===== config.mk =====
export PLATFORM = sky130hd
export DESIGN_NAME = point_in_polygon_test_unit
export DESIGN_NICKNAME = d
export VERILOG_FILES = /design/src/ppt_pkg.sv /design/src/point_in_polygon_test_unit.sv /design/src/ppt_ram.sv /design/src/ppt_front.sv /design/src/ppt_queue.sv /design/src/ppt_back.sv
export VERILOG_INCLUDE_DIRS = /design/src /design/src/src
export SDC_FILE = /design/constraint.sdc
export NUM_CORES = 2
export LEC_CHECK = 0
export BUFFER_PORTS_ARGS = -buffer_cell sky130_fd_sc_hd__buf_2
export CAP_MARGIN = 15
export CORE_MARGIN = 2
export CORE_UTILIZATION = 30
export CTS_CLUSTER_DIAMETER = 40
export DETAILED_ROUTE_END_ITERATION = 8
export SLEW_MARGIN = 20
export SYNTH_ARGS = -nofsm -noshare
export SYNTH_HDL_FRONTEND = slang
export SYNTH_SLANG_ARGS = --single-unit

===== constraint.sdc =====
create_clock -name clk_i -period 10.22 [get_ports clk_i]
set_input_delay 1.022 -clock clk_i [delete_from_list [all_inputs] [get_ports clk_i]]
set_output_delay 1.022 -clock clk_i [all_outputs]
set_load 0.01 [all_outputs]

===== src/point_in_polygon_test_unit_assert.svh =====
// Assertion macros for the point-in-polygon test unit.
`ifndef POINT_IN_POLYGON_TEST_UNIT_ASSERT_SVH
`define POINT_IN_POLYGON_TEST_UNIT_ASSERT_SVH

// Implication checked at every rising clock edge outside reset.
`define PPT_ASSERT_IMPL(lbl, ante, cons, msg) \
  lbl: assert property (@(posedge clk_i) disable iff (!rst_ni) (ante) |-> (cons)) \
    else $error(msg);

// Condition that must never hold outside reset.
`define PPT_ASSERT_NEVER(lbl, cond, msg) \
  lbl: assert property (@(posedge clk_i) disable iff (!rst_ni) !(cond)) \
    else $error(msg);

`endif


===== src/ppt_pkg.sv =====
// Shared types and constants of the point-in-polygon test unit.
`default_nettype none

package ppt_pkg;

  localparam int unsigned COORD_W          = 16;
  localparam int unsigned MAX_VERTICES_DEF = 64;
  localparam int unsigned QUEUE_DEPTH      = 2;

  typedef struct packed {
    logic                      func;
    logic                      restart;
    logic signed [COORD_W-1:0] coord_x;
    logic signed [COORD_W-1:0] coord_y;
  } in_word_t;

  typedef struct packed {
    logic inside_res;
    logic overflowed;
  } out_word_t;

  typedef struct packed {
    logic signed [COORD_W-1:0] x;
    logic signed [COORD_W-1:0] y;
  } vertex_t;

  typedef enum logic [1:0] {
    OP_APPEND,
    OP_RESTART,
    OP_QUERY
  } op_e;

  typedef struct packed {
    op_e     op;
    vertex_t pt;
  } cmd_t;

  typedef enum logic [1:0] {
    ST_IDLE,
    ST_WALK,
    ST_DRAIN,
    ST_DONE
  } state_e;

  typedef struct packed {
    logic busy;
    logic pop;
    logic full;
    logic over;
    logic ovf;
  } back_stat_t;

endpackage

`default_nettype wire


===== src/point_in_polygon_test_unit.sv =====
// Top level of the point-in-polygon test unit.
//
// Input channel (in_valid_i / in_ready_o / in_data_i): with func = 0 a word appends
// one vertex to the polygon table (restart = 1 empties the table and clears the
// overflow flag first); vertices beyond MaxVertices are dropped and set the flag.
// With func = 1 a word is a query point, answered by the even-odd rule.
// Output channel (out_valid_o / out_ready_i / out_data_o): one word per query,
// none per vertex load, in order of acceptance.
// A vertex load passes the front register and the queue before it is written to the
// table, and the idle back end takes one load per cycle. A query occupies the back
// end while it reads one vertex per cycle from its single-port table RAM, closes the
// last edge to the first and drains a four-stage crossing pipeline (pairing,
// differences, products, compare). With fewer than two vertices the answer is
// outside.
// A front register and a two-word queue take further words while the back end
// works or while a result waits in the output register for a stalled receiver.
// Reset empties the table and clears the overflow flag; no clearing pass.
`default_nettype none
`include "point_in_polygon_test_unit_assert.svh"

module point_in_polygon_test_unit #(
  parameter int unsigned MaxVertices = ppt_pkg::MAX_VERTICES_DEF
) (
  input  wire logic               clk_i,
  input  wire logic               rst_ni,
  input  wire logic               in_valid_i,
  output logic                    in_ready_o,
  input  wire ppt_pkg::in_word_t  in_data_i,
  output logic                    out_valid_o,
  input  wire logic               out_ready_i,
  output ppt_pkg::out_word_t      out_data_o
);
  import ppt_pkg::*;

  logic       push_valid, push_ready, cmd_valid, cmd_pop;
  cmd_t       push_cmd, cmd;
  back_stat_t stat;

  ppt_front u_front (
    .clk_i       (clk_i),
    .rst_ni      (rst_ni),
    .in_valid_i  (in_valid_i),
    .in_ready_o  (in_ready_o),
    .in_data_i   (in_data_i),
    .push_valid_o(push_valid),
    .push_ready_i(push_ready),
    .push_data_o (push_cmd)
  );

  ppt_queue u_queue (
    .clk_i       (clk_i),
    .rst_ni      (rst_ni),
    .push_valid_i(push_valid),
    .push_ready_o(push_ready),
    .push_data_i (push_cmd),
    .pop_valid_o (cmd_valid),
    .pop_i       (cmd_pop),
    .pop_data_o  (cmd)
  );

  ppt_back #(
    .MaxVertices(MaxVertices)
  ) u_back (
    .clk_i      (clk_i),
    .rst_ni     (rst_ni),
    .cmd_valid_i(cmd_valid),
    .cmd_i      (cmd),
    .cmd_pop_o  (cmd_pop),
    .out_valid_o(out_valid_o),
    .out_ready_i(out_ready_i),
    .out_data_o (out_data_o),
    .stat_o     (stat)
  );

  `PPT_ASSERT_NEVER(a_count_bound, stat.over, "vertex count beyond table depth")
  `PPT_ASSERT_IMPL(a_ovf_full, stat.ovf, stat.full, "overflow flag set with room left")
  `PPT_ASSERT_IMPL(a_no_pop_busy, stat.busy, !stat.pop, "command popped during a query")

endmodule

`default_nettype wire


===== src/ppt_ram.sv =====
// Generic single-port RAM with registered read.
`default_nettype none

module ppt_ram #(
  parameter int unsigned Width = 32,
  parameter int unsigned Depth = 64
) (
  input  wire logic                     clk_i,
  input  wire logic                     we_i,
  input  wire logic                     re_i,
  input  wire logic [$clog2(Depth)-1:0] addr_i,
  input  wire logic [Width-1:0]         wdata_i,
  output logic      [Width-1:0]         rdata_o
);

  logic [Width-1:0] mem_q [Depth];

  always_ff @(posedge clk_i) begin
    if (we_i) begin
      mem_q[addr_i] <= wdata_i;
    end
    if (re_i) begin
      rdata_o <= mem_q[addr_i];
    end
  end

endmodule

`default_nettype wire


===== src/ppt_front.sv =====
// Front stage: accept input words and classify them into commands.
`default_nettype none

module ppt_front (
  input  wire logic              clk_i,
  input  wire logic              rst_ni,
  input  wire logic              in_valid_i,
  output logic                   in_ready_o,
  input  wire ppt_pkg::in_word_t in_data_i,
  output logic                   push_valid_o,
  input  wire logic              push_ready_i,
  output ppt_pkg::cmd_t          push_data_o
);
  import ppt_pkg::*;

  logic fr_v_q;
  cmd_t fr_cmd_q, fr_cmd_d;
  logic accept;

  assign in_ready_o = !fr_v_q || push_ready_i;
  assign accept     = in_valid_i && in_ready_o;

  always_comb begin
    fr_cmd_d.pt.x = in_data_i.coord_x;
    fr_cmd_d.pt.y = in_data_i.coord_y;
    if (in_data_i.func) begin
      fr_cmd_d.op = OP_QUERY;
    end else if (in_data_i.restart) begin
      fr_cmd_d.op = OP_RESTART;
    end else begin
      fr_cmd_d.op = OP_APPEND;
    end
  end

  always_ff @(posedge clk_i or negedge rst_ni) begin
    if (!rst_ni) begin
      fr_v_q <= 1'b0;
    end else if (accept) begin
      fr_v_q <= 1'b1;
    end else if (push_ready_i) begin
      fr_v_q <= 1'b0;
    end
  end

  always_ff @(posedge clk_i) begin
    if (accept) begin
      fr_cmd_q <= fr_cmd_d;
    end
  end

  assign push_valid_o = fr_v_q;
  assign push_data_o  = fr_cmd_q;

endmodule

`default_nettype wire


===== src/ppt_queue.sv =====
// Short command queue between front and back.
`default_nettype none

module ppt_queue (
  input  wire logic          clk_i,
  input  wire logic          rst_ni,
  input  wire logic          push_valid_i,
  output logic               push_ready_o,
  input  wire ppt_pkg::cmd_t push_data_i,
  output logic               pop_valid_o,
  input  wire logic          pop_i,
  output ppt_pkg::cmd_t      pop_data_o
);
  import ppt_pkg::*;

  localparam int unsigned PtrW = (QUEUE_DEPTH > 1) ? $clog2(QUEUE_DEPTH) : 1;
  localparam int unsigned LvlW = $clog2(QUEUE_DEPTH + 1);

  cmd_t            slot_q [QUEUE_DEPTH];
  logic [PtrW-1:0] wr_ptr_q, rd_ptr_q;
  logic [LvlW-1:0] level_q;
  logic            do_push, do_pop;

  assign push_ready_o = level_q != LvlW'(QUEUE_DEPTH);
  assign pop_valid_o  = level_q != '0;
  assign do_push      = push_valid_i && push_ready_o;
  assign do_pop       = pop_i && pop_valid_o;
  assign pop_data_o   = slot_q[rd_ptr_q];

  function automatic logic [PtrW-1:0] wrap_inc(logic [PtrW-1:0] p);
    return (p == PtrW'(QUEUE_DEPTH - 1)) ? '0 : p + PtrW'(1);
  endfunction

  always_ff @(posedge clk_i or negedge rst_ni) begin
    if (!rst_ni) begin
      wr_ptr_q <= '0;
      rd_ptr_q <= '0;
      level_q  <= '0;
    end else begin
      if (do_push) begin
        wr_ptr_q <= wrap_inc(wr_ptr_q);
      end
      if (do_pop) begin
        rd_ptr_q <= wrap_inc(rd_ptr_q);
      end
      if (do_push && !do_pop) begin
        level_q <= level_q + LvlW'(1);
      end else if (do_pop && !do_push) begin
        level_q <= level_q - LvlW'(1);
      end
    end
  end

  always_ff @(posedge clk_i) begin
    if (do_push) begin
      slot_q[wr_ptr_q] <= push_data_i;
    end
  end

endmodule

`default_nettype wire


===== src/ppt_back.sv =====
// Back end: vertex table, edge walker with crossing pipeline, result register.
`default_nettype none

module ppt_back #(
  parameter int unsigned MaxVertices = ppt_pkg::MAX_VERTICES_DEF
) (
  input  wire logic          clk_i,
  input  wire logic          rst_ni,
  input  wire logic          cmd_valid_i,
  input  wire ppt_pkg::cmd_t cmd_i,
  output logic               cmd_pop_o,
  output logic               out_valid_o,
  input  wire logic          out_ready_i,
  output ppt_pkg::out_word_t out_data_o,
  output ppt_pkg::back_stat_t stat_o
);
  import ppt_pkg::*;

  localparam int unsigned AW = $clog2(MaxVertices);
  localparam int unsigned CW = $clog2(MaxVertices + 1);
  localparam int unsigned DW = COORD_W + 1;
  localparam int unsigned PW = 2 * DW;
  localparam int unsigned VW = $bits(vertex_t);

  state_e state_q, state_d;
  logic [CW-1:0] count_q, tok_q, count_base;
  logic          ovf_q, inside_q, out_v_q, room;
  logic signed [COORD_W-1:0] px_q, py_q;
  out_word_t     out_q;

  // control outputs of the sequencer
  logic          mem_we, mem_re, issue, q_start, load_cmd, out_load;
  logic [AW-1:0] mem_addr;
  logic [VW-1:0] mem_rdata;

  // edge pipeline
  logic    t_v_q, t_first_q, t_close_q;
  vertex_t first_q, prev_q, cur_v, e_a_q, e_b_q;
  logic    e_v_q, m_v_q, c_v_q, m_dypos_q, c_dypos_q, straddle, dypos_d, hit;
  logic signed [DW-1:0] dx1_d, dy_d, dxe_d, dpy_d, dx1_q, dy_q, dxe_q, dpy_q;
  logic signed [PW-1:0] p1_d, p2_d, p1_q, p2_q;

  function automatic logic signed [DW-1:0] sx(logic signed [COORD_W-1:0] v);
    return {v[COORD_W-1], v};
  endfunction

  assign count_base = (cmd_i.op == OP_RESTART) ? '0 : count_q;
  assign room       = count_base < CW'(MaxVertices);

  // next state
  always_comb begin
    state_d = state_q;
    unique case (state_q)
      ST_IDLE: begin
        if (cmd_valid_i && cmd_i.op == OP_QUERY) begin
          state_d = (count_q < CW'(2)) ? ST_DONE : ST_WALK;
        end
      end
      ST_WALK: begin
        if (tok_q == count_q) begin
          state_d = ST_DRAIN;
        end
      end
      ST_DRAIN: begin
        if (!(t_v_q || e_v_q || m_v_q || c_v_q)) begin
          state_d = ST_DONE;
        end
      end
      ST_DONE: begin
        if (!out_v_q || out_ready_i) begin
          state_d = ST_IDLE;
        end
      end
      default: state_d = ST_IDLE;
    endcase
  end

  // sequencer outputs
  always_comb begin
    cmd_pop_o = 1'b0;
    mem_we    = 1'b0;
    mem_re    = 1'b0;
    issue     = 1'b0;
    q_start   = 1'b0;
    load_cmd  = 1'b0;
    out_load  = 1'b0;
    unique case (state_q)
      ST_IDLE: begin
        cmd_pop_o = cmd_valid_i;
        if (cmd_valid_i) begin
          if (cmd_i.op == OP_QUERY) begin
            q_start = 1'b1;
          end else begin
            load_cmd = 1'b1;
            mem_we   = room;
          end
        end
      end
      ST_WALK: begin
        issue  = 1'b1;
        mem_re = tok_q != count_q;
      end
      ST_DRAIN: begin
      end
      ST_DONE: begin
        out_load = !out_v_q || out_ready_i;
      end
      default: begin
      end
    endcase
  end

  assign mem_addr = mem_we ? count_base[AW-1:0] : tok_q[AW-1:0];

  ppt_ram #(
    .Width(VW),
    .Depth(MaxVertices)
  ) u_ram (
    .clk_i  (clk_i),
    .we_i   (mem_we),
    .re_i   (mem_re),
    .addr_i (mem_addr),
    .wdata_i(cmd_i.pt),
    .rdata_o(mem_rdata)
  );

  // stage 1: pair the current vertex with the previous one; close back to the first
  assign cur_v = t_close_q ? first_q : vertex_t'(mem_rdata);

  // stage 2: straddle test and differences
  assign straddle = (e_a_q.y > py_q) != (e_b_q.y > py_q);
  assign dx1_d    = sx(px_q) - sx(e_a_q.x);
  assign dy_d     = sx(e_b_q.y) - sx(e_a_q.y);
  assign dxe_d    = sx(e_b_q.x) - sx(e_a_q.x);
  assign dpy_d    = sx(py_q) - sx(e_a_q.y);
  assign dypos_d  = !dy_d[DW-1] && (dy_d != '0);

  // stage 3: cross products
  assign p1_d = dx1_q * dy_q;
  assign p2_d = dxe_q * dpy_q;

  // stage 4: compare direction follows the sign of the y extent
  assign hit = c_dypos_q ? (p1_q < p2_q) : (p2_q < p1_q);

  always_ff @(posedge clk_i or negedge rst_ni) begin
    if (!rst_ni) begin
      state_q   <= ST_IDLE;
      count_q   <= '0;
      ovf_q     <= 1'b0;
      tok_q     <= '0;
      inside_q  <= 1'b0;
      out_v_q   <= 1'b0;
      t_v_q     <= 1'b0;
      t_first_q <= 1'b0;
      t_close_q <= 1'b0;
      e_v_q     <= 1'b0;
      m_v_q     <= 1'b0;
      c_v_q     <= 1'b0;
    end else begin
      state_q <= state_d;
      if (load_cmd) begin
        count_q <= room ? count_base + CW'(1) : count_base;
        ovf_q   <= ((cmd_i.op == OP_RESTART) ? 1'b0 : ovf_q) | !room;
      end
      if (q_start) begin
        tok_q <= '0;
      end else if (issue) begin
        tok_q <= tok_q + CW'(1);
      end
      t_v_q     <= issue;
      t_first_q <= issue && (tok_q == '0);
      t_close_q <= issue && (tok_q == count_q);
      e_v_q     <= t_v_q && !t_first_q;
      m_v_q     <= e_v_q && straddle;
      c_v_q     <= m_v_q;
      if (q_start) begin
        inside_q <= 1'b0;
      end else if (c_v_q && hit) begin
        inside_q <= !inside_q;
      end
      if (out_load) begin
        out_v_q <= 1'b1;
      end else if (out_ready_i) begin
        out_v_q <= 1'b0;
      end
    end
  end

  always_ff @(posedge clk_i) begin
    if (q_start) begin
      px_q <= cmd_i.pt.x;
      py_q <= cmd_i.pt.y;
    end
    if (t_v_q) begin
      prev_q <= cur_v;
      e_a_q  <= prev_q;
      e_b_q  <= cur_v;
      if (t_first_q) begin
        first_q <= cur_v;
      end
    end
    dx1_q     <= dx1_d;
    dy_q      <= dy_d;
    dxe_q     <= dxe_d;
    dpy_q     <= dpy_d;
    m_dypos_q <= dypos_d;
    p1_q      <= p1_d;
    p2_q      <= p2_d;
    c_dypos_q <= m_dypos_q;
    if (out_load) begin
      out_q.inside_res <= inside_q;
      out_q.overflowed <= ovf_q;
    end
  end

  assign out_valid_o = out_v_q;
  assign out_data_o  = out_q;

  assign stat_o.busy = state_q != ST_IDLE;
  assign stat_o.pop  = cmd_pop_o;
  assign stat_o.full = count_q == CW'(MaxVertices);
  assign stat_o.over = count_q > CW'(MaxVertices);
  assign stat_o.ovf  = ovf_q;

endmodule

`default_nettype wire


==> results.py <==
metrics = {
    "timing": {
        "worstMarginPinSlew_ns": 1.26,
        "finalMaxSlewViolations": 0,
        "fin_skew_ns": 0.123,
        "hold_viol_final": 0,
        "clock.fmax_ghz": 0.145,
        "grt_setup_unrepaired": "false",
        "fin_crit_ns": 6.90,
        "final.setup.tns_ns": 0,
        "min_period_over_period_pct": 67.6,
        "finalSetupViolations": 0,
        "slew_headroom_pct": 16.3,
    },
    "grt": {
        "grt_pass1_wl_um": 485000,
        "overflow": 0,
        "antenna_found_initial": 34,
        "grt_max_degree": 119,
        "grt.total_usage_pct": 16.7,
        "grt_pass1_vias": 71300,
    },
    "final_layout": {
        "final_common_cell": "edfxtp_1",
        "fillers": 36600,
        "multi_input_comb_area_um2": 39600,
        "regArea_um2": 72900,
        "drive_above_1_share_pct": 11.1,
        "syn_to_final_growth_pct": 16.0,
        "fin_nets": 9231,
        "mostFrequentLayoutCells": "edfxtp_1 (2312), inv_1 (729), nand2_1 (680), fa_1 (596), mux2i_1 (558)",
    },
    "synth": {
        "synth_edf_count": 2312,
        "synth_compound_area_share_pct": 7.38,
        "synth_top_area_share_pct": 59.7,
        "ys_warn_count": 0,
        "synth_flop_cell": "edfxtp_1",
        "ys_seq_area_share_pct": 62.7,
        "synth.distinct_cells": 81,
        "synth_top_cell_by_area": "edfxtp_1",
        "synthXorXnorAreaFrac_pct": 1.02,
        "ys_ff_latch": 2480,
        "synth.area.top_cells": "edfxtp_1 (60%), fa_1 (10%), mux2i_1 (4.8%)",
        "yosys-mux-area-fraction_pct": 5.45,
        "synthSimpleGateAreaFrac_pct": 6.31,
        "syn_nets": 9026,
        "synth_adder_area_share_pct": 13.4,
        "synth_top_family_by_area": "adder cells",
        "synth.avg_cell_area_um2": 14.4,
        "async_flop_share_pct": 1.21,
        "syn_area_um2": 116000,
        "syn_inst": 8099,
    },
    "setup_path": {
        "path_cells": "nand2_1 -> fa_1 -> inv_1 -> fa_1 -> inv_1 -> fa_1 -> inv_1 -> fa_1 -> fa_1 -> inv_1 -> fa_1 -> inv_1 -> ha_1 -> nand2_1 -> o221ai_1 -> nor4_1 -> a211o_1 -> o21ai_0 -> o311a_1 -> or3b_2 -> a21oi_1 -> xnor2_1",
        "critPathTopFamily": "adder cells",
        "critPathArrivalTime_ns": 7.64,
        "path_buf_inv": 5,
        "r2r-start": "u_back.dxe_q[6]",
        "rr_endpoint": "u_back.p2_q[32]",
        "crit_type": "flip-flop to flip-flop",
        "required_ns": 10.95,
        "cp_common_cell": "fa_1",
        "critPathMaxFanout": 17,
        "reg2reg_depth": 22,
        "worst_path_max_delay_cell": "dfxtp_1",
        "worst_setup_path_end_kind": "flip-flop",
        "setup.worst_path.start_class": "flip-flop",
        "max_stage_delay_ns": 0.88,
        "ff2ff_setup_slack_ns": 3.32,
    },
    "route": {
        "vias": 70000,
        "wire_per_inst_um": 24.4,
        "wl_um": 335000,
        "drtIter0Drc": 8298,
        "viasPerCell": 5.09,
        "drc": 0,
        "drtAntennaViolNets": 0,
        "drt_first_pass_iters": 9,
    },
    "job": {
        "maxCapViolCount": 0,
    },
    "placement": {
        "dp_hpwl_um": 205000,
        "gp_congestion": 0.886,
        "numPortBuffers": 41,
    },
    "cts": {
        "cts_resized": 0,
        "cts.sinks": 2480,
        "h-tree-depth": 5,
        "cts_tree": "built",
        "insertion_delay_ns": 0.92,
        "postCtsHoldBufs": 0,
        "cts-root-buf": "clkbuf_16",
        "path_clk_slew_ns": 0.05,
        "clock_path_buffers": 4,
        "cts_buffers": 335,
        "cts_setup_buffers": 0,
    },
    "floorplan": {
        "io_pins": 42,
        "start_util_pct": 30.2,
        "die_area_um2": 393000,
        "row_count": 228,
        "die_h_um": 627,
        "die_w_um": 627,
        "design.core.area_um2": 386000,
    },
    "min_path": {
        "hp-class": "input port to asynchronous set/reset pin",
    },
    "status": {
        "outcome": "completed",
    },
}
-- per-layer routing --
metal / GRT usage, % / part of all wire [%] / up-vias
met4: 7.30 / 4.7 / 12
li1: - / - / 30100
met2: 27.8 / 47 / 3193
met1: 21.6 / 40 / 36000
met3: 2.49 / 8.0 / 652
met5: 0 / 0.023 / -
-- worst max path at each step --
stage | depth (start not counted) | from | slack [ns] | to
3_3_place_gp | 22 | u_back.dxe_q[6] | 3.26 | u_back.p2_q[32]
4_1_cts | 22 | u_back.dxe_q[6] | 3.30 | u_back.p2_q[32]
5_1_grt | 19 | u_back.dpy_q[2] | 2.89 | u_back.p2_q[32]
6_report | 22 | u_back.dxe_q[6] | 3.32 | u_back.p2_q[32]
3_5_place_dp | 22 | u_back.dxe_q[6] | 3.31 | u_back.p2_q[32]
2_1_floorplan | 24 | u_back.dpy_q[8] | 4.05 | u_back.p2_q[32]
-- layout make-up --
type | instances | area share, %
multi-input combinational | 4504 | 29.4
inverter | 729 | 2.03
sequential | 2480 | 54.0
clock inverter | 223 | 1.87
antenna | 15 | 0.0278
clock buffer | 380 | 6.49
tap | 5175 | 4.79
timing repair buffer | 254 | 1.44
-- cells by family (layout without fill, tap and decap cells) --
logic type      Yosys count  count (layout)
fa+ha+maj               889             889
flops                  2480            2480
simple gates           1545            1545
other cells               0              15
mux                     625             625
buf+inv                1115            1586
xor+xnor                136             136
compound gates         1309            1309
-- synthesized netlist by cell type (30+ instances only) --
cell / count
a211oi_1: 32
a21o_1: 34
a21oi_1: 286
a221o_1: 38
a221oi_1: 90
a222oi_1: 56
a22oi_1: 77
and2_1: 301
buf_1: 61
buf_2: 118
clkbuf_1: 196
dfrtp_1: 30
dfxtp_1: 138
edfxtp_1: 2312
fa_1: 596
ha_1: 293
inv_1: 729
mux2_2: 67
mux2i_1: 558
nand2_1: 681
nand3_1: 64
nand4_1: 38
nor2_1: 211
nor3_1: 67
nor4_1: 48
o21ai_0: 229
o22ai_1: 306
xnor2_1: 104
xor2_1: 32
-- state kept, by name (all words and copies together), names as in the netlist, 7 cells and up --
name                  flops
u_back.u_ram.mem_q     2048
u_queue.slot_q           68
u_back.p1_q              34
u_back.p2_q              34
u_front.push_data_o      34
u_back.e_a_q             32
u_back.first_q           32
u_back.prev_q            32
u_back.u_ram.rdata_o     32
u_back.dpy_q             17
u_back.dx1_q             17
u_back.dxe_q             17
u_back.dy_q              17
u_back.px_q              16
u_back.py_q              16
u_back.count_q            7
u_back.tok_q              7
-- through the flow --
stage / area [um2] / utilization [%] / hold slack, ns / std cells / worst slack (ns)
6_report: 135000 / 35.0 / 0.264 / 13800 / 3.32
5_1_grt: 135000 / 35.0 / 0.314 / 13800 / 2.89
4_1_cts: 135000 / 35.0 / 0.263 / 13700 / 3.30
3_5_place_dp: 124000 / 32.1 / 0.318 / 13100 / 3.31
3_3_place_gp: 124000 / 32.0 / 0.323 / 13100 / 3.26
2_1_floorplan: 116000 / - / 0.310 / 8099 / 4.05
Power is not shown: default switching activity piles up to over one toggle a cycle in this logic, so the estimate is an artifact.
